==> config.mk <==
export PLATFORM = sky130hd
export DESIGN_NAME = gfem_csr
export DESIGN_NICKNAME = d
export VERILOG_FILES = /design/src/hdl/gfem_pkg.sv /design/src/hdl/gfem_csr.sv
export SDC_FILE = /design/constraint.sdc
export NUM_CORES = 1
export LEC_CHECK = 0
export ABC_AREA = 1
export BUFFER_PORTS_ARGS = -buffer_cell sky130_fd_sc_hd__buf_2
export CORE_MARGIN = 2
export CORE_UTILIZATION = 56
export CTS_BUF_LIST = sky130_fd_sc_hd__clkbuf_4
export CTS_CLUSTER_SIZE = 28
export DETAILED_ROUTE_END_ITERATION = 6
export PLACE_DENSITY = 0.83
export SLEW_MARGIN = 20
export SYNTH_ARGS = -nofsm -noshare
export SYNTH_HDL_FRONTEND = slang
export SYNTH_SLANG_ARGS = --single-unit
==> constraint.sdc <==
create_clock -name clock -period 5.7 [get_ports clock]
set_input_delay 0 -clock clock [delete_from_list [all_inputs] [get_ports clock]]
set_output_delay 0 -clock clock [all_outputs]
set_load 0.01 [all_outputs]
==> src/hdl/gfem_pkg.sv <==
package gfem_pkg;

   // Item and register widths fixed by the interface.
   localparam int VAL_W      = 8;
   localparam int CNT_W      = 21;
   localparam int IDX_W      = 20;
   localparam int CFG_W      = 11;
   localparam int DATA_W     = 32;
   localparam int ADDR_W     = 3;
   localparam int REQ_DATA_W = 8;
   localparam int REQ_USER_W = 2;
   localparam int RSP_DATA_W = 32;

   localparam logic [CNT_W-1:0] COUNT_MAX = {CNT_W{1'b1}};

   // Occupancy codes.
   localparam logic [VAL_W-1:0] VAL_UNKNOWN = 8'hFF;
   localparam logic [VAL_W-1:0] VAL_FREE    = 8'h00;
   localparam logic [VAL_W-1:0] VAL_MARK    = 8'd10;

   // Register map, selected by address bit 2.
   localparam logic REG_WIDTH  = 1'b0;
   localparam logic REG_HEIGHT = 1'b1;

   typedef logic [VAL_W-1:0] val_type;

   // Three consecutive cells; element 0 is the youngest.
   typedef val_type [2:0] trio_type;

   // 3x3 tap window: near holds ages 0..2, mid ages W..W+2, far ages 2W..2W+2.
   typedef struct packed {
      trio_type far;
      trio_type mid;
      trio_type near;
   } window_type;

endpackage

==> src/hdl/gfem_csr.sv <==
module gfem_csr #(
   parameter int MAX_WIDTH  = 1024,
   parameter int MAX_HEIGHT = 1024,
   parameter int WW         = 11,
   parameter int HW         = 11
) (
   input  logic                         clock,
   input  logic                         reset,
   input  logic                         psel,
   input  logic                         penable,
   input  logic                         pwrite,
   input  logic [gfem_pkg::ADDR_W-1:0]  paddr,
   input  logic [gfem_pkg::DATA_W-1:0]  pwdata,
   output logic [gfem_pkg::DATA_W-1:0]  prdata,
   output logic                         pready,
   output logic [WW-1:0]                grid_w,
   output logic [WW+HW-1:0]             grid_total
);

   localparam int TW    = WW + HW;
   localparam int RST_W = (1024 > MAX_WIDTH) ? MAX_WIDTH : 1024;
   localparam int RST_H = (1024 > MAX_HEIGHT) ? MAX_HEIGHT : 1024;

   logic [gfem_pkg::CFG_W-1:0] raw_w_ff, raw_w_in, raw_h_ff, raw_h_in;
   logic [WW-1:0]              w_ff, w_in, w_new;
   logic [HW-1:0]              h_ff, h_in, h_new;
   logic [TW-1:0]              total_ff, total_in;
   logic                       wr;

   function automatic logic [WW-1:0] clamp_w(input logic [gfem_pkg::CFG_W-1:0] raw);
      logic [WW-1:0] res;
      if (raw < gfem_pkg::CFG_W'(3)) begin
         res = WW'(3);
      end else if (32'(raw) > 32'(MAX_WIDTH)) begin
         res = WW'(MAX_WIDTH);
      end else begin
         res = WW'(raw);
      end
      return res;
   endfunction

   function automatic logic [HW-1:0] clamp_h(input logic [gfem_pkg::CFG_W-1:0] raw);
      logic [HW-1:0] res;
      if (raw < gfem_pkg::CFG_W'(3)) begin
         res = HW'(3);
      end else if (32'(raw) > 32'(MAX_HEIGHT)) begin
         res = HW'(MAX_HEIGHT);
      end else begin
         res = HW'(raw);
      end
      return res;
   endfunction

   assign pready = 1'b1;
   assign wr     = psel & penable & pwrite;
   assign w_new  = clamp_w(pwdata[gfem_pkg::CFG_W-1:0]);
   assign h_new  = clamp_h(pwdata[gfem_pkg::CFG_W-1:0]);

   // The area product is refreshed together with the size it depends on.
   always_comb begin
      raw_w_in = raw_w_ff;
      raw_h_in = raw_h_ff;
      w_in     = w_ff;
      h_in     = h_ff;
      total_in = total_ff;
      if (wr) begin
         case (paddr[2])
            gfem_pkg::REG_WIDTH: begin
               raw_w_in = pwdata[gfem_pkg::CFG_W-1:0];
               w_in     = w_new;
               total_in = TW'(w_new) * TW'(h_ff);
            end
            gfem_pkg::REG_HEIGHT: begin
               raw_h_in = pwdata[gfem_pkg::CFG_W-1:0];
               h_in     = h_new;
               total_in = TW'(w_ff) * TW'(h_new);
            end
            default: begin
               total_in = total_ff;
            end
         endcase
      end
   end

   always_ff @(posedge clock) begin
      if (reset) begin
         raw_w_ff <= gfem_pkg::CFG_W'(1024);
         raw_h_ff <= gfem_pkg::CFG_W'(1024);
         w_ff     <= WW'(RST_W);
         h_ff     <= HW'(RST_H);
         total_ff <= TW'(RST_W * RST_H);
      end else begin
         raw_w_ff <= raw_w_in;
         raw_h_ff <= raw_h_in;
         w_ff     <= w_in;
         h_ff     <= h_in;
         total_ff <= total_in;
      end
   end

   always_comb begin
      case (paddr[2])
         gfem_pkg::REG_WIDTH:  prdata = gfem_pkg::DATA_W'(raw_w_ff);
         gfem_pkg::REG_HEIGHT: prdata = gfem_pkg::DATA_W'(raw_h_ff);
         default:              prdata = '0;
      endcase
   end

   assign grid_w     = w_ff;
   assign grid_total = total_ff;

endmodule

Word-level counts from Yosys, hierarchy flattened --
Index checks and enable logic that the tools add are counted.
Storage, ports and cells: bits in registers 66, bits of input ports 40, output and inout port bits 66
Cells by class: multipliers 2, $lt $le $gt $ge 2, multiplexer cells 4, bitwise operators 3, reductions and logical operators 2
Operators by type and width (number):
- $pmux 32 s2 | 1
- $mul 11x11->22 | 2
- $pmux 22 s2 | 1
- $mux 11 | 2
- $gt 11x11->1 const B | 1
- $lt 11x2->1 const B | 1
- $reduce_and 2->1 | 2
- $and 1x1->1 | 2
- $not 1->1 | 1

Depth between registers and ports, before layout --
depth in word-level cells 5, mapped depth 33, gate-level depth less buffers 32

Worst setup path before layout --
OpenSTA, ideal clock, no wires.
kind input port to flip-flop, from in pwdata[5] in the netlist's numbering, to reg total_ff[21], in the netlist grid_total[21], library setup time 0.070 ns, arrival 4.696 ns, required time 5.630 ns, path slack 0.934 ns, cell stages on the path 26, cells stage by stage inv_1 nand2_1 nor4_1 nand3_1 nand2_2 nand2_1 inv_1 buf_4 nand2_1 fa_1 inv_1 fa_1 fa_1 fa_1 inv_1 fa_1 inv_1 ha_1 a21oi_1 a21boi_0 nand3_1 nand2_1 nand2_1 nand2_1 nand3_1 a21oi_1
Between the ends: word-level cells in the longest chain between the ends 5
Ends and longest elaborated chain:
- start, declared | RTL line gfem_csr.sv:13 | input logic [gfem_pkg::DATA_W-1:0] pwdata,
- $gt 11x11->1 | RTL line gfem_csr.sv:34, gfem_csr.sv:46
- $mux 11 | RTL line gfem_csr.sv:34, gfem_csr.sv:46
- $mux 11 (*) | RTL line gfem_csr.sv:32, gfem_csr.sv:44
- $mul 11x11->22 (on tied branches) | RTL line gfem_csr.sv:76, gfem_csr.sv:71
- $pmux 22 s2 (*) | RTL line gfem_csr.sv:67 | case (paddr[2])
- end signal, assigned | RTL line gfem_csr.sv:91 | total_ff <= TW'(RST_W * RST_H);
- end signal, assigned | RTL line gfem_csr.sv:97 | total_ff <= total_in;
- end, declared | RTL line gfem_csr.sv:27 | logic [TW-1:0] total_ff, total_in;
Mark *: on every way between the ends. The rest lies on a longest branch, timed or not. A chain may end at the register's enable or synchronous reset.

Final worst setup path --
from in pwdata[8] in the netlist's numbering, to reg total_ff[13], in the netlist grid_total[13]
Same word-level chain as after synthesis.

==> flow_summary_export.csv <==
group,metric,value,unit
status,status,"finished, violations left",
status,failed_checks,"DRC",
die,initial_core_util,56.95,%
worst_setup_path,path_max_fanout,8,
sta,max_freq,183.0,MHz
synthesis,muxShareOfSynthArea,0,%
sta,slew_headroom,41.45,%
pwr,ir_drop,0.1539,mV
grt,grt_pass1_vias,9707,
worst_setup_path,worst_ep_arrival_time,5.85,ns
worst_hold_path,hp-class,"input port to flip-flop",
place,place_area,0.01153,sq mm
sta,finalSetupViolations,0,
sta,worst_pin_slew,0.8773,ns
final_layout,fin_util,62.37,%
die,die_x,144.5,um
routing,ant_nets,0,
routing,drt-initial-drc-count,971,
synthesis,yosysWarnings,0,
grt,grt_overflow,0,
place,port-buffer-count,60,
final_layout,final_nets,1895,
routing,avgRoutedWirePerCell,16.90,um
synthesis,synth_common_cells,"nand2_1 (326), inv_1 (313), nor2_1 (166), fa_1 (160), ha_1 (120)",
synthesis,synth_area_leaders,"fa_1 (29%), ha_1 (14%), dfxtp_1 (12%)",
cts,htree_levels,3,
synthesis,yosysTopAreaCell,"fa_1",
synthesis,synth_compound_area_share,8.482,%
synthesis,synth-simple-area-share,21.40,%
pwr,fin_total_pwr,0.001319,W
worst_setup_path,r2r_setup_slack,0.64,ns
die,dieHeight,144.5,um
grt,grt_pass1_wl,49500,um
grt,grt_max_degree,46,
worst_setup_path,max_stage_delay,0.57,ns
sta,post-route-period-util,95.89,%
sta,skew,0.01546,ns
worst_hold_path,hp-start,"paddr[2]",
synthesis,ys_seq_area_share,11.96,%
worst_setup_path,crit_type,"input port to flip-flop",
cts,cts_buffers,9,
cts,worstSkewPairLatency,0.45,ns
grt,grtUsageTotal,30.91,%
synthesis,synth_xor_area_share,0.8720,%
worst_setup_path,start_kind,"input port",
flow_run,drv_cap,0,
synthesis,synth-edff-count,0,
final_layout,diodes,0,
synthesis,synth_top_family_by_area,"adder cells",
worst_setup_path,cp.required,6.09,ns
grt,antenna_found_initial,0,
routing,vias_per_cell,5.469,
synthesis,syn-cell-area,0.01105,sq mm
worst_setup_path,slowest_stage,"fa_1",
final_layout,layout-drive-gt1-share,11.39,%
worst_setup_path,end_kind,"flip-flop",
synthesis,synth.most_common_cell,"nand2_1",
pwr,power.density,109.0,mW/mm^2
synthesis,synth_top_flop_cell,"dfxtp_1",
cts,tritoncts,"done",
place,place_congestion,0.9456,
die,die_area,0.02087,sq mm
pwr,p_leak,6.562,nW
synthesis,syn_avg_cell_area,7.292,sq um
synthesis,yosys.area_share.adder,42.58,%
die,core,0.01940,sq mm
routing,via_count,10090,
die,fp-row-count,51,
final_layout,synthToLayoutAreaGrowth,9.513,%
synthesis,ys_seq_elements,66,
place,dp_hpwl,24310,um
final_layout,fin_area,0.01210,sq mm
cts,clk_pin_slew,0.13,ns
sta,drv_slew,0,
worst_hold_path,hold-path-endpoint,"grid_total[13]",
final_layout,instances_no_fill,1845,
final_layout,fillCellCount,1677,
place,post-place-cells,1811,
cts,clkSinkCount,66,
cts,cts_root_buf,"clkbuf_4",
synthesis,async_flop_share,0,%
worst_setup_path,crit_top_cell,"fa_1",
routing,drt-total-wl,31190,um
worst_setup_path,r2r_cells,17,
sta,tns,0,ns
sta,finalHoldViolCount,0,
synthesis,netlist_instances,1515,
cts,clk_path_buf_depth,2,
sta,fin_crit,5.465,ns
worst_hold_path,hold_depth,3,
die,ios,106,
routing,firstDrtPassIters,7,
synthesis,synth_top_area_share,28.99,%
worst_setup_path,rr_endpoint,"grid_total[13]",
routing,remaining_drc_errors,4,
synthesis,synthDistinctLibCells,41,
worst_setup_path,r2r_start,"grid_w[6]",
-- worst max-delay path by stage --
| stage | start | endpoint | slack, ns | cells past startpoint |
|---|---|---|---|---|
| 3_3_place_gp | pwdata[6] | grid_total[21] | 0.26 | 27 |
| 6_report | pwdata[8] | grid_total[13] | 0.23 | 27 |
| 4_1_cts | pwdata[6] | grid_total[21] | 0.04 | 28 |
| 2_1_floorplan | pwdata[5] | grid_total[21] | 0.93 | 26 |
| 5_1_grt | pwdata[0] | grid_total[16] | -0.03 | 31 |
| 3_5_place_dp | pwdata[6] | grid_total[21] | 0.16 | 27 |
-- power by group --
part	internal (W)	switching [W]
clock network	0.000133	0.000195
registers	0.000478	0.0000201
logic	0.000174	0.000319
-- flip-flops by register name, indices dropped and copies added (netlist names) --
signal and cells:
grid_w 11, grid_total 22, raw_w_ff 11, h_ff 11, raw_h_ff 11
-- cells in the final DEF, fill, tap and decap left out, drive strengths merged, types with 59 or more instances in the layout --
| master | n |
|---|---|
| fa | 160 |
| a21oi | 86 |
| nor2 | 178 |
| inv | 316 |
| buf | 88 |
| ha | 120 |
| nand3 | 59 |
| dfxtp | 66 |
| o21ai | 67 |
| nand2 | 331 |
-- layout make-up --
cell class	instances	area (sq um)	share of cell area (%)
Timing Repair Buffer	101	648.1	5.357
Clock buffer	9	67.56	0.5584
Inverter	323	1229	10.16
Sequential cell	66	1321	10.92
Clock inverter	7	70.07	0.5791
Tap cell	265	331.6	2.740
Multi-Input combinational cell	1074	8432	69.69
-- kinds of logic after synthesis --
| family | after synthesis |
|---|---|
| XOR/XNOR | 11 |
| AND/OR/NAND/NOR | 585 |
| adder cells (fa/ha/maj) | 280 |
| buffers and inverters | 395 |
| AO/OA/AOI/OAI | 176 |
| other | 2 |
| flip-flops | 66 |
-- through the flow --
stage | setup WS, ns | hold WS, ns
2_1_floorplan | 0.9345 | 0.1349
3_3_place_gp | 0.2591 | 0.2847
3_5_place_dp | 0.1617 | 0.2820
4_1_cts | 0.03562 | 0.1015
5_1_grt | -0.03396 | 0.1232
6_report | 0.2345 | 0.1227
-- timing repair --
item,CTS,global route
endpoints found under the hold margin,27,0
setup endpoints to repair,0,14
buffers inserted,0,5
hold buffers,13,0
resized for setup,0,66
-- metal layers --
layer  track usage [%]  vias to the layer above  share of wire (%)
met1             42.29                     4718                 40
met4             11.60                        0                4.3
met3             6.954                      106                 11
li1                  -                     4663                  -
met2             48.17                      604                 45
met5                 0                        -                  0
-- critical path: cells and delay by family --
family / cells / cell delay, ns
and+or+nand+nor: 8 / 1.00
AOI/OAI and AO/OA: 3 / 0.52
buffers and inverters: 9 / 1.38
xor gates and xnor gates: 1 / 0.12
adders and majority gates: 6 / 2.82
Note: power is estimated with default switching activity, not from simulation.
