**config.mk**
```make
export PLATFORM = sky130hd
export DESIGN_NAME = gfem_mark
export DESIGN_NICKNAME = d
export VERILOG_FILES = /design/src/hdl/gfem_pkg.sv /design/src/hdl/gfem_mark.sv
export SDC_FILE = /design/constraint.sdc
export NUM_CORES = 1
export LEC_CHECK = 0
export ABC_AREA = 0
export BUFFER_PORTS_ARGS = -buffer_cell sky130_fd_sc_hd__buf_2
export CAP_MARGIN = 20
export CORE_ASPECT_RATIO = 0.6
export CORE_MARGIN = 5
export CORE_UTILIZATION = 50
export CTS_CLUSTER_SIZE = 25
export DETAILED_ROUTE_END_ITERATION = 7
export HOLD_SLACK_MARGIN = 0.12
export PLACE_DENSITY = 0.77
export SYNTH_ARGS = -nofsm -noshare
export SYNTH_HDL_FRONTEND = slang
export SYNTH_SLANG_ARGS = --single-unit
```
**constraint.sdc**
```tcl
create_clock -name clock -period 13.7 [get_ports clock]
set_clock_uncertainty 0.05 [all_clocks]
set_input_delay 1.37 -clock clock [delete_from_list [all_inputs] [get_ports clock]]
set_output_delay 1.37 -clock clock [all_outputs]
set_load 0.005 [all_outputs]
```
**src/hdl/gfem_pkg.sv**
```systemverilog
package gfem_pkg;

   // Item and register widths fixed by the interface.
   localparam int VAL_W      = 8;
   localparam int CNT_W      = 21;
   localparam int IDX_W      = 20;
   localparam int CFG_W      = 11;
   localparam int DATA_W     = 32;
   localparam int ADDR_W     = 3;
   localparam int REQ_DATA_W = 8;
   localparam int REQ_USER_W = 2;
   localparam int RSP_DATA_W = 32;

   localparam logic [CNT_W-1:0] COUNT_MAX = {CNT_W{1'b1}};

   // Occupancy codes.
   localparam logic [VAL_W-1:0] VAL_UNKNOWN = 8'hFF;
   localparam logic [VAL_W-1:0] VAL_FREE    = 8'h00;
   localparam logic [VAL_W-1:0] VAL_MARK    = 8'd10;

   // Register map, selected by address bit 2.
   localparam logic REG_WIDTH  = 1'b0;
   localparam logic REG_HEIGHT = 1'b1;

   typedef logic [VAL_W-1:0] val_type;

   // Three consecutive cells; element 0 is the youngest.
   typedef val_type [2:0] trio_type;

   // 3x3 tap window: near holds ages 0..2, mid ages W..W+2, far ages 2W..2W+2.
   typedef struct packed {
      trio_type far;
      trio_type mid;
      trio_type near;
   } window_type;

endpackage

```
**src/hdl/gfem_mark.sv**
```systemverilog
module gfem_mark #(
   parameter int WW = 11,
   parameter int TW = 22
) (
   input  logic                           clock,
   input  logic                           reset,
   input  logic                           s1_vld,
   input  logic [gfem_pkg::CNT_W-1:0]     s1_count,
   input  gfem_pkg::window_type           win,
   input  logic [WW-1:0]                  grid_w,
   input  logic [TW-1:0]                  grid_total,
   output logic                           s2_free,
   output logic                           rsp_valid,
   input  logic                           rsp_ready,
   output logic [gfem_pkg::IDX_W-1:0]     rsp_index,
   output gfem_pkg::val_type              rsp_value,
   output logic                           rsp_frontier
);

   localparam int DW = ((gfem_pkg::CNT_W > TW) ? gfem_pkg::CNT_W : TW) + 2;

   logic signed [DW-1:0] n_s, w_s, t_s, c_s, one_s;
   logic signed [DW-1:0] p_in, p_ff, q_in, q_ff;
   logic signed [DW-1:0] reach [4];
   logic                 has_res, s2_load, s3_free, s3_load, hit, frontier;
   logic                 s2_vld_ff, s2_vld_in, rsp_vld_ff, rsp_vld_in;
   logic [3:0]           plus_ok, minus_ok;
   logic [7:0]           unk_in, unk_ff;
   logic [gfem_pkg::IDX_W-1:0] idx_in, idx_ff, out_idx_ff;
   gfem_pkg::val_type    center_in, center_ff, out_val_ff, out_val_in;
   logic                 out_fr_ff;

   // Stage 2 entry: reported index c = n-W-1, and the neighbour range
   // W+1 .. total-W-2 rewritten as margins p = c-(W+1) and q = total-W-2-c.
   assign n_s   = signed'(DW'(s1_count));
   assign w_s   = signed'(DW'(grid_w));
   assign t_s   = signed'(DW'(grid_total));
   assign one_s = signed'(DW'(1));
   assign c_s   = n_s - w_s - one_s;
   assign p_in  = c_s - w_s - one_s;
   assign q_in  = t_s - n_s - one_s;
   assign has_res = (c_s >= signed'(DW'(0))) && (c_s < t_s);
   assign idx_in  = c_s[gfem_pkg::IDX_W-1:0];

   // Neighbours after the cell, by offset 1, W-1, W, W+1, then those before.
   always_comb begin
      center_in = win.mid[1];
      unk_in[0] = (win.mid[0]  == gfem_pkg::VAL_UNKNOWN);
      unk_in[1] = (win.near[2] == gfem_pkg::VAL_UNKNOWN);
      unk_in[2] = (win.near[1] == gfem_pkg::VAL_UNKNOWN);
      unk_in[3] = (win.near[0] == gfem_pkg::VAL_UNKNOWN);
      unk_in[4] = (win.mid[2]  == gfem_pkg::VAL_UNKNOWN);
      unk_in[5] = (win.far[0]  == gfem_pkg::VAL_UNKNOWN);
      unk_in[6] = (win.far[1]  == gfem_pkg::VAL_UNKNOWN);
      unk_in[7] = (win.far[2]  == gfem_pkg::VAL_UNKNOWN);
   end

   assign s3_free   = !rsp_vld_ff || rsp_ready;
   assign s2_free   = !s2_vld_ff || s3_free;
   assign s2_load   = s2_free && s1_vld;
   assign s2_vld_in = s2_free ? (s1_vld && has_res) : s2_vld_ff;
   assign s3_load   = s3_free && s2_vld_ff;
   assign rsp_vld_in = s3_free ? s2_vld_ff : rsp_vld_ff;

   always_ff @(posedge clock) begin
      if (reset) begin
         s2_vld_ff  <= 1'b0;
         rsp_vld_ff <= 1'b0;
      end else begin
         s2_vld_ff  <= s2_vld_in;
         rsp_vld_ff <= rsp_vld_in;
      end
   end

   always_ff @(posedge clock) begin
      if (s2_load) begin
         p_ff      <= p_in;
         q_ff      <= q_in;
         idx_ff    <= idx_in;
         center_ff <= center_in;
         unk_ff    <= unk_in;
      end
   end

   // A neighbour at c+d is in range when p >= -d and q >= d; one at c-d when
   // p >= d and q >= -d (which also keeps c-d non-negative).
   always_comb begin
      reach[0] = one_s;
      reach[1] = w_s - one_s;
      reach[2] = w_s;
      reach[3] = w_s + one_s;
      for (int k = 0; k < 4; k++) begin
         plus_ok[k]  = (p_ff >= -reach[k]) && (q_ff >= reach[k]);
         minus_ok[k] = (p_ff >= reach[k]) && (q_ff >= -reach[k]);
      end
   end

   assign hit        = |((unk_ff[3:0] & plus_ok) | (unk_ff[7:4] & minus_ok));
   assign frontier   = (center_ff == gfem_pkg::VAL_FREE) && hit;
   assign out_val_in = frontier ? gfem_pkg::VAL_MARK : center_ff;

   always_ff @(posedge clock) begin
      if (s3_load) begin
         out_idx_ff <= idx_ff;
         out_val_ff <= out_val_in;
         out_fr_ff  <= frontier;
      end
   end

   assign rsp_valid    = rsp_vld_ff;
   assign rsp_index    = out_idx_ff;
   assign rsp_value    = out_val_ff;
   assign rsp_frontier = out_fr_ff;

endmodule

```
Word-level counts from Yosys, hierarchy flattened
Index checks and enable logic that the tools add are counted.
{"block": "word_totals", "elab_cells": 69, "register_bits": 115, "output_inout_bits": 31, "inputBits": 130}
{"block": "classes", "bitwise": 3, "magnitude_cmp": 18, "n_eq_ne": 8, "addsub": 11, "reduce_logical": 19}
{"operator": ">= comparator 24 bit", "count": 6}
{"operator": ">= comparator 24 x 12 -> 1 bit", "count": 4}
{"operator": "equality test 8 bit, second input constant", "count": 8}
{"operator": ">= comparator 24 x 1 -> 1 bit, second input constant", "count": 2}
{"operator": ">= comparator 24 x 13 -> 1 bit", "count": 2}
{"operator": ">= comparator 24 x 2 -> 1 bit, second input constant", "count": 2}
{"operator": "negation 12 -> 24 bit", "count": 2}
{"operator": "negation 11 -> 24 bit", "count": 1}
{"operator": "subtractor 23 x 12 -> 24 bit", "count": 1}
{"operator": "subtractor 23 x 2 -> 24 bit, second input constant", "count": 1}
{"operator": "subtractor 24 x 2 -> 24 bit, second input constant", "count": 1}
{"operator": ">= comparator 23 x 1 -> 1 bit, second input constant", "count": 1}
{"operator": "< comparator 23 bit", "count": 1}
{"operator": "subtractor 22 x 2 -> 23 bit, second input constant", "count": 1}
{"operator": "subtractor 22 x 21 -> 23 bit", "count": 1}
{"operator": "subtractor 21 x 11 -> 22 bit", "count": 1}
{"operator": "logical AND 1 bit", "count": 13}
{"operator": "adder 11 x 1 -> 12 bit, second input constant", "count": 1}
{"operator": "subtractor 11 x 1 -> 12 bit, second input constant", "count": 1}
{"operator": "AND 4 bit", "count": 2}
{"operator": "zero test 8 bit", "count": 1}
{"operator": "bitwise OR 4 bit", "count": 1}
{"operator": "OR reduction 4 bit", "count": 1}
{"operator": "zero test 1 bit", "count": 2}
{"operator": "logical OR 1 bit", "count": 2}

Longest topological paths before layout
Gate-level depths: netlist of run 1.
{"block": "logic_depth", "ltp_word": 8, "ltp_mapped": 26, "depth_no_buf": 24}

Worst setup path before layout of run 1
Ideal clock, no wire load.
{"block": "synth_path", "path_type": "input -> register", "start": "input grid_w[2]", "end": "register p_ff[21] (data pin)", "setup_time_ns": 0.133, "n_path_buf": 2, "stages": 19, "t_arrival_ns": 5.985, "setup_slack_ns": 7.531, "t_required_ns": 13.517, "path_cell_list": "buf_6 clkbuf_1 inv_1 ha_1 nor2b_1 o21a_1 o21a_1 or3_1 a221oi_1 or3_1 nand2_1 ha_1 a21oi_1 nor2b_1 o21a_1 o41a_1 or4_1 or4_1 nand2b_1"}
{"block": "synth_via", "elab_chain_len": 4}
{"item": "start: declaration", "line": "gfem_mark.sv:10", "rtl": "input logic [WW-1:0] grid_w,"}
{"item": "subtractor 21 x 11 -> 22 bit", "line": "gfem_mark.sv:39", "rtl": "assign c_s = n_s - w_s - one_s;"}
{"item": "subtractor 22 x 2 -> 23 bit", "line": "gfem_mark.sv:39"}
{"item": "net c_s[6]", "line": "gfem_mark.sv:22", "rtl": "logic signed [DW-1:0] n_s, w_s, t_s, c_s, one_s;"}
{"item": "subtractor 23 x 12 -> 24 bit", "line": "gfem_mark.sv:40", "rtl": "assign p_in = c_s - w_s - one_s;"}
{"item": "subtractor 24 x 2 -> 24 bit", "line": "gfem_mark.sv:40"}
{"item": "net p_in[21]", "line": "gfem_mark.sv:23", "rtl": "logic signed [DW-1:0] p_in, p_ff, q_in, q_ff;"}
{"item": "end signal: assignment", "line": "gfem_mark.sv:77", "rtl": "p_ff <= p_in;"}
{"item": "end: declaration", "line": "gfem_mark.sv:23"}
The timed path passes the listed nets, and every way through them passes these cells.
A chain may end at the register's enable or synchronous reset.

Worst setup path in the final report of run 1
{"block": "layout_path", "start": "input grid_w[0]", "end": "register out_val_ff[3], in the netlist rsp_value[3] (data pin)"}
{"block": "layout_via", "elab_chain_len": 8, "word_cells_on_any_way": 28, "cone_classes": "add/sub (5); order compare (12); bitwise (3); reduce/logical (8)"}
{"item": "subtractor 11 x 1 -> 12 bit / adder 11 x 1 -> 12 bit (equally long branches)", "line": "gfem_mark.sv:89, gfem_mark.sv:91"}
{"item": "negation 12 -> 24 bit", "line": "gfem_mark.sv:93, gfem_mark.sv:94"}
{"item": ">= comparator 24 bit, on equally long branches", "line": "gfem_mark.sv:93, gfem_mark.sv:94"}
{"item": "logical AND 1 bit, on equally long branches", "line": "gfem_mark.sv:93, gfem_mark.sv:94"}
{"item": "AND 4 bit", "line": "gfem_mark.sv:98", "rtl": "assign hit = |((unk_ff[3:0] & plus_ok) | (unk_ff[7:4] & minus_ok));"}
{"item": "bitwise OR 4 bit (*)", "line": "gfem_mark.sv:98"}
{"item": "OR reduction 4 bit (*)", "line": "gfem_mark.sv:98"}
{"item": "logical AND 1 bit (*)", "line": "gfem_mark.sv:99", "rtl": "assign frontier = (center_ff == gfem_pkg::VAL_FREE) && hit;"}
{"item": "end signal: assignment", "line": "gfem_mark.sv:105", "rtl": "out_val_ff <= out_val_in;"}
{"item": "end: declaration", "line": "gfem_mark.sv:30", "rtl": "gfem_pkg::val_type center_in, center_ff, out_val_ff, out_val_in;"}
Every way passes the cells marked *; elsewhere a longest branch is shown, timed or not.

==> out/summary.txt, run 1 <==
status = complete, no violations
CP max stage delay = 610 ps
initial antenna violation count = 0
max-cap viol count = 0
fin cells = 2159
post-synthesis sequential area ratio = 0.238
diode count = 0
Setup TNS = 0 ps
number of DRC markers in iteration 0 = 1585
CP Data Arrival Time = 6690 ps
Max Fclk = 152 MHz
Synth Warn # = 0
Post-DP HPWL = 37.9 mm
total power = 1.61 mW
IO Port Bufs = 160
die area = 0.0324 mm2
Die X = 229 um
CP max-delay cell = or4b_2
drt drc = 0
num rows = 48
clk slew on worst S/H paths = 60 ps
ratio of cells with drive above 1 in the final layout = 0.128
synth unique cells = 95
P per Cell Area = 99.9 mW/mm2
synthesized area per cell = 8.87 um2
crit-path cells = buf_2 -> ha_1 -> nand2_1 -> nor2_1 -> nand3_1 -> xnor2_1 -> or3b_2 -> o41ai_1 -> ha_1 -> a21oi_1 -> o22ai_1 -> o21ai_0 -> or4b_2 -> a21oi_1 -> a211o_1 -> o311ai_0 -> nand4b_1 -> o21ai_0 -> o32a_1 -> nand2b_1
R2R Path Start = p_ff[1]
Tmin final = 6570 ps
#FFs+latches synth = 115
Worst-Margin Slew = 1140 ps
Worst slew margin = 0.234
Hold Violations, Final = 0
Via density = 6.35
FFs w/ async S/R, synth = 0
unrepaired setup endpoints after global routing = false
most common flop cell mapped by yosys = edfxtp_1
postcts setup bufs = 0
worst reg2reg setup slack = 9680 ps
post-route clock period utilization = 0.480
Setup WS pre-CTS = 6830 ps
worst hold start = idx_ff[11]
Worst setup SP type = primary input
I/O pin count = 161
P&R area growth vs syn = 12.1%
pin count of the biggest net entering global routing = 82
Filler cells = 2583
Mapped Area = 0.0144 mm2
Detailed Route WL = 46.4 mm
Synth area leader = edfxtp_1
CTS Buf Count = 17
Total Routing Usage GR = 0.280
Final setup viols = 0
Hold WC Path Type = flip-flop to flip-flop
Syn Nets = 2028
CTS Hold Bufs = 0
Clk Tree Root Cell = clkbuf_16
number of flops mapped to enable cells by yosys = 113
top cell type's share of synthesized area = 0.236
total core area = 0.0286 mm2
H-tree levels = 4
drt wl/cell = 21.5 um
top cells by area, synth = edfxtp_1 (24%), ha_1 (24%), xnor2_1 (5.0%)
final slew viol count = 0
CTS tree = done
Crit. End Element = flip-flop
CTS sink cnt = 115
Multi-input gate area = 0.0104 mm2
Hold Path Sink = rsp_index[11]
Worst-Skew Late Latency = 420 ps
Leak Pwr = 7.03 nW
DRT antenna net count = 0
CTS resizes = 0
Mapped Cells = 1624
total grt overflow = 0
die height = 141 um
vias in the first global route = 13241
CTS Buffer Depth = 2
DRT Pass-1 Iters = 5
fin nets = 2175
Worst R2R Path Depth = 13
Cells on Worst Hold Path = 0
Worst EP required = 13820 ps
routed via count = 13716
reg2reg end = rsp_value[3]
Initial Utilization = 0.504
FF/Latch Area = 0.00343 mm2
crit-path max FO = 18
final worst setup slack = 7130 ps
gpl congestion = 0.980
crit path kind = primary input to flip-flop
worst vdd ir = 0.111 mV
first-pass GRT wire length = 72.2 mm
placed cell count = 2124
[synth_stat cells (all sizes together), types with 9 or more instances]
| cell | count |
|---|---|
| a2111oi | 14 |
| a211oi | 14 |
| a21boi | 9 |
| a21o | 48 |
| a21oi | 84 |
| a221oi | 9 |
| a31oi | 12 |
| and3 | 16 |
| and4 | 11 |
| buf | 14 |
| clkbuf | 25 |
| edfxtp | 113 |
| ha | 271 |
| inv | 112 |
| nand2 | 86 |
| nand2b | 30 |
| nand3 | 52 |
| nand4 | 72 |
| nor2 | 122 |
| nor2b | 35 |
| nor3 | 51 |
| nor4 | 29 |
| o2111ai | 9 |
| o211ai | 16 |
| o21a | 22 |
| o21ai | 70 |
| or3 | 9 |
| or4 | 9 |
| xnor2 | 82 |
| xor2 | 36 |
[state kept, by name, indices dropped and copies added, names as in the netlist]
signal and flops:
center_ff 8, idx_ff 20, p_ff 24, q_ff 24
rsp_frontier 1, rsp_index 20, rsp_valid 1, rsp_value 8
s2_vld_ff 1, unk_ff 8
[cell usage in the layout, fill, tap and decap left out, types with 7 or more instances in the layout]
cell type  Yosys  layout
o41ai_1        7       7
o21a_1        21      21
a21boi_0       7       7
nor3_1        49      49
nor2b_1       35      34
o211ai_1      15      15
inv_1        109     109
o2111ai_1      9       9
edfxtp_1     113     113
ha_1         271     271
mux2i_1        8       8
o21ai_0       64      64
or4_1          9       9
nand2b_1      30      30
nand2_1       86      86
nand3b_1       7       7
nor2_1       122     122
xnor2_1       82      82
nand3_1       52      52
clkbuf_16      0      17
or3_1          9       9
nand4_1       72      72
and4_1        11      11
a21o_1        48      48
a21oi_1       83      83
and3_1        16      16
a2111oi_0     12      12
buf_2         10     160
a211oi_1      13      13
xor2_1        36      36
and2_1         8       7
nor4_1        28      28
a221oi_1       9       9
o21bai_1       7       7
a31oi_1       12      12
[per-stage QoR]
step           hold WS, ps  utilization  area, um2
2_1_floorplan          350            -      14400
3_3_place_gp           353        0.544      15500
3_5_place_dp           356        0.544      15500
4_1_cts                364        0.564      16100
5_1_grt                372        0.565      16100
6_report               365        0.565      16100
[logic make-up (layout without fill, tap and decap cells)]
kind of cell,count (synthesis),in the layout,share of synthesized area
and+or+nand+nor,572,572,0.214
AOI/OAI and AO/OA,372,372,0.179
adders and majority gates,281,281,0.245
buffers and inverters,153,313,0.0415
xor gates and xnor gates,119,119,0.0733
DFF,115,115,0.238
muxes,12,12,0.00895
[report_power, final]
group | switching (mW) | internal (mW) | total [mW]
sequential | 0.104 | 0.448 | 0.552
combinational | 0.360 | 0.269 | 0.629
clock | 0.166 | 0.266 | 0.432
total | 0.630 | 0.983 | 1.61
[worst max path at each step]
| stage | from | endpoint | slack, ps | cells past startpoint |
|---|---|---|---|---|
| 6_report | grid_w[0] | rsp_value[3] | 7130 | 20 |
| 5_1_grt | grid_w[0] | rsp_value[3] | 6880 | 20 |
| 4_1_cts | grid_w[0] | rsp_value[3] | 7290 | 20 |
| 3_5_place_dp | grid_w[0] | rsp_value[1] | 6830 | 20 |
| 3_3_place_gp | grid_w[0] | rsp_value[3] | 7130 | 20 |
| 2_1_floorplan | grid_w[2] | p_ff[21] | 7530 | 19 |
[routing by layer]
layer	track usage	routed length, um	up-vias
met1	0.419	21600	6493
met3	0.0502	4540	68
met2	0.427	19500	671
met5	0	0	-
met4	0.0537	720	0
li1	-	-	6484
[final cells by class]
| class | count | share of cell area |
|---|---|---|
| Clock buffer | 19 | 0.0268 |
| Clock inverter | 13 | 0.00837 |
| Inverter | 114 | 0.0265 |
| Multi-Input combinational cell | 1356 | 0.643 |
| Sequential cell | 115 | 0.213 |
| Tap cell | 375 | 0.0291 |
| Timing Repair Buffer | 167 | 0.0538 |
[critical path: cells and delay by family]
| family | cells | cell delay (ps) |
|---|---|---|
| AOI/OAI and AO/OA | 9 | 1790 |
| xor gates and xnor gates | 1 | 430 |
| buffers and inverters | 1 | 320 |
| adders and majority gates | 2 | 710 |
| and+or+nand+nor | 7 | 2060 |
Power figures use the tool's default switching activity.
==> run 2, diff against run 1 <==
PLACE_DENSITY = 0.8   (was 0.77)
clock period = 5.3 ns   (was 13.7 ns; I/O delays follow)
==> run 2 against run 1 <==
Effect of this change: first-iteration DRC count fell by 1.0%; global-route usage is 1.4 points higher; sequential cell count did not move; final cell count is 4.7% higher; count of clock-buffer cells in the layout is 2 lower; utilization increased by 2.9 points; via count rose by 5.0%.
==> out/summary.txt, run 2 (synthesis results as in run 1) <==
ratio of cells with drive above 1 in the final layout = 0.180 (was 0.128)
Leak Pwr = 7.58 nW (was 7.03 nW)
Hold WC Path Type = primary input to flip-flop (was flip-flop to flip-flop)
crit-path max FO = 8 (was 18)
Final setup viols = 0 (unchanged)
Worst R2R Path Depth = 10 (was 13)
die area = 0.0324 mm2 (unchanged)
first-pass GRT wire length = 76.0 mm (was 72.2 mm)
I/O pin count = 161 (unchanged)
post-route clock period utilization = 0.948
fin cells = 2261 (was 2159)
Max Fclk = 199 MHz
gpl congestion = 0.991 (was 0.980)
routed via count = 14405 (was 13716)
DRT antenna net count = 0 (unchanged)
final worst setup slack = 275 ps (was 7130 ps)
drt wl/cell = 21.6 um (was 21.5 um)
Die X = 229 um (unchanged)
Detailed Route WL = 48.9 mm (was 46.4 mm)
IO Port Bufs = 160 (unchanged)
final slew viol count = 0 (unchanged)
CTS Hold Bufs = 0 (unchanged)
most frequent cells in the layout = ha_1 (269), buf_2 (160), nor2_1 (121) (was ha_1 (271), buf_2 (160), nor2_1 (122))
CP Data Arrival Time = 5150 ps (was 6690 ps)
Worst EP required = 5420 ps (was 13820 ps)
R2R Path Start = p_ff[19] (was p_ff[1])
DRT Pass-1 Iters = 5 (unchanged)
placed cell count = 2229 (was 2124)
initial antenna violation count = 0 (unchanged)
max-cap viol count = 0 (unchanged)
P&R area growth vs syn = 18.0% (was 12.1%)
status = complete, no violations (unchanged)
worst vdd ir = 0.248 mV (was 0.111 mV)
vias in the first global route = 14237 (was 13241)
Worst slew margin = 0.302 (was 0.234)
CP startpoint = grid_w[1] (was grid_w[0])
pin count of the biggest net entering global routing = 53 (was 82)
drt drc = 0 (unchanged)
Setup TNS = 0 ps (unchanged)
Worst Hold Slack = 233 ps (was 365 ps)
biggest regs = p_ff: 24 flops, q_ff: 24 flops (unchanged)
crit path kind = primary input to flip-flop (unchanged)
Total Routing Usage GR = 0.294 (was 0.280)
CTS sink cnt = 115 (unchanged)
CTS tree = done (unchanged)
Crit. End Element = flip-flop (unchanged)
Worst setup SP type = primary input (unchanged)
Worst-Skew Late Latency = 420 ps (about the same)
Clk Tree Root Cell = clkbuf_16 (unchanged)
num rows = 48 (unchanged)
P per Cell Area = 259 mW/mm2 (was 99.9 mW/mm2)
Post-DP HPWL = 40.0 mm (was 37.9 mm)
Tmin final = 5030 ps
Hold Violations, Final = 0 (unchanged)
Via density = 6.37 (was 6.35)
clk slew on worst S/H paths = 60 ps (about the same)
Initial Utilization = 0.504 (unchanged)
worst hold start = win[32] (was idx_ff[11])
total core area = 0.0286 mm2 (unchanged)
number of DRC markers in iteration 0 = 1569 (was 1585)
Worst-Margin Slew = 1040 ps (was 1140 ps)
CTS Buf Count = 17 (unchanged)
H-tree levels = 4 (unchanged)
Cells on Worst Hold Path = 1 (was 0)
commonest non-fill, non-tap cell in the layout = ha_1 (unchanged)
fin nets = 2277 (was 2175)
CTS Buffer Depth = 2 (unchanged)
diode count = 0 (unchanged)
total grt overflow = 0 (unchanged)
Setup WS pre-CTS = -189 ps (was 6830 ps)
unrepaired setup endpoints after global routing = false (unchanged)
die height = 141 um (unchanged)
## run 2: worst max-delay path, stage by stage
cell,delay (ps)
buf_2,210
inv_1,160
ha_2,350
inv_1,90
and3_1,210
nand2_1,90
or3b_2,530
buf_4,180
xnor2_1,250
ha_1,310
a21oi_1,170
o22ai_1,90
o21ai_0,150
or4b_2,620
a21oi_1,170
a211o_1,120
o311ai_0,110
nand4b_1,310
o21ai_0,220
o32a_1,200
nand2b_1,70
## run 2: final cells by class
class / instances / area (um2)
clock buffer: 17 / 425
clock inverter: 15 / 206
fill: 2489 / 11600
inverter: 114 / 428
multi-input combinational: 1356 / 10400
sequential: 115 / 3430
tap: 375 / 469
timing repair buffer: 269 / 1620
## run 2: final timing paths
check	to	slack, ps
setup reg to reg	rsp_value[1]	1460
hold / removal	center_ff[0]	230
setup / recovery	rsp_value[1]	270
hold reg to reg	rsp_index[15]	370
## run 2: timing repair
action,CTS,global route
gates resized for setup,0,5
endpoints found under the setup margin,0,3
setup buffers,0,0
## run 2: metal layers
layer | up-vias | global-route usage | part of all wire
li1 | 6678 | - | -
met1 | 6834 | 0.424 | 0.44
met2 | 773 | 0.451 | 0.42
met3 | 120 | 0.0586 | 0.11
met4 | 0 | 0.0854 | 0.025
met5 | - | 0 | 0
## run 2: where the power goes
part	internal, mW	switching [mW]	total [mW]
logic	0.774	1.02	1.79
registers	1.16	0.217	1.37
clock network	0.760	0.474	1.23
## run 2: stage by stage
step,area (um2),utilization,power (mW)
after CTS,17000,0.594,4.36
final,17000,0.594,4.40
after floorplan,14400,-,2.44
after global placement,16300,0.571,3.02
after global routing,17000,0.594,4.66
after detailed placement,16300,0.571,3.11
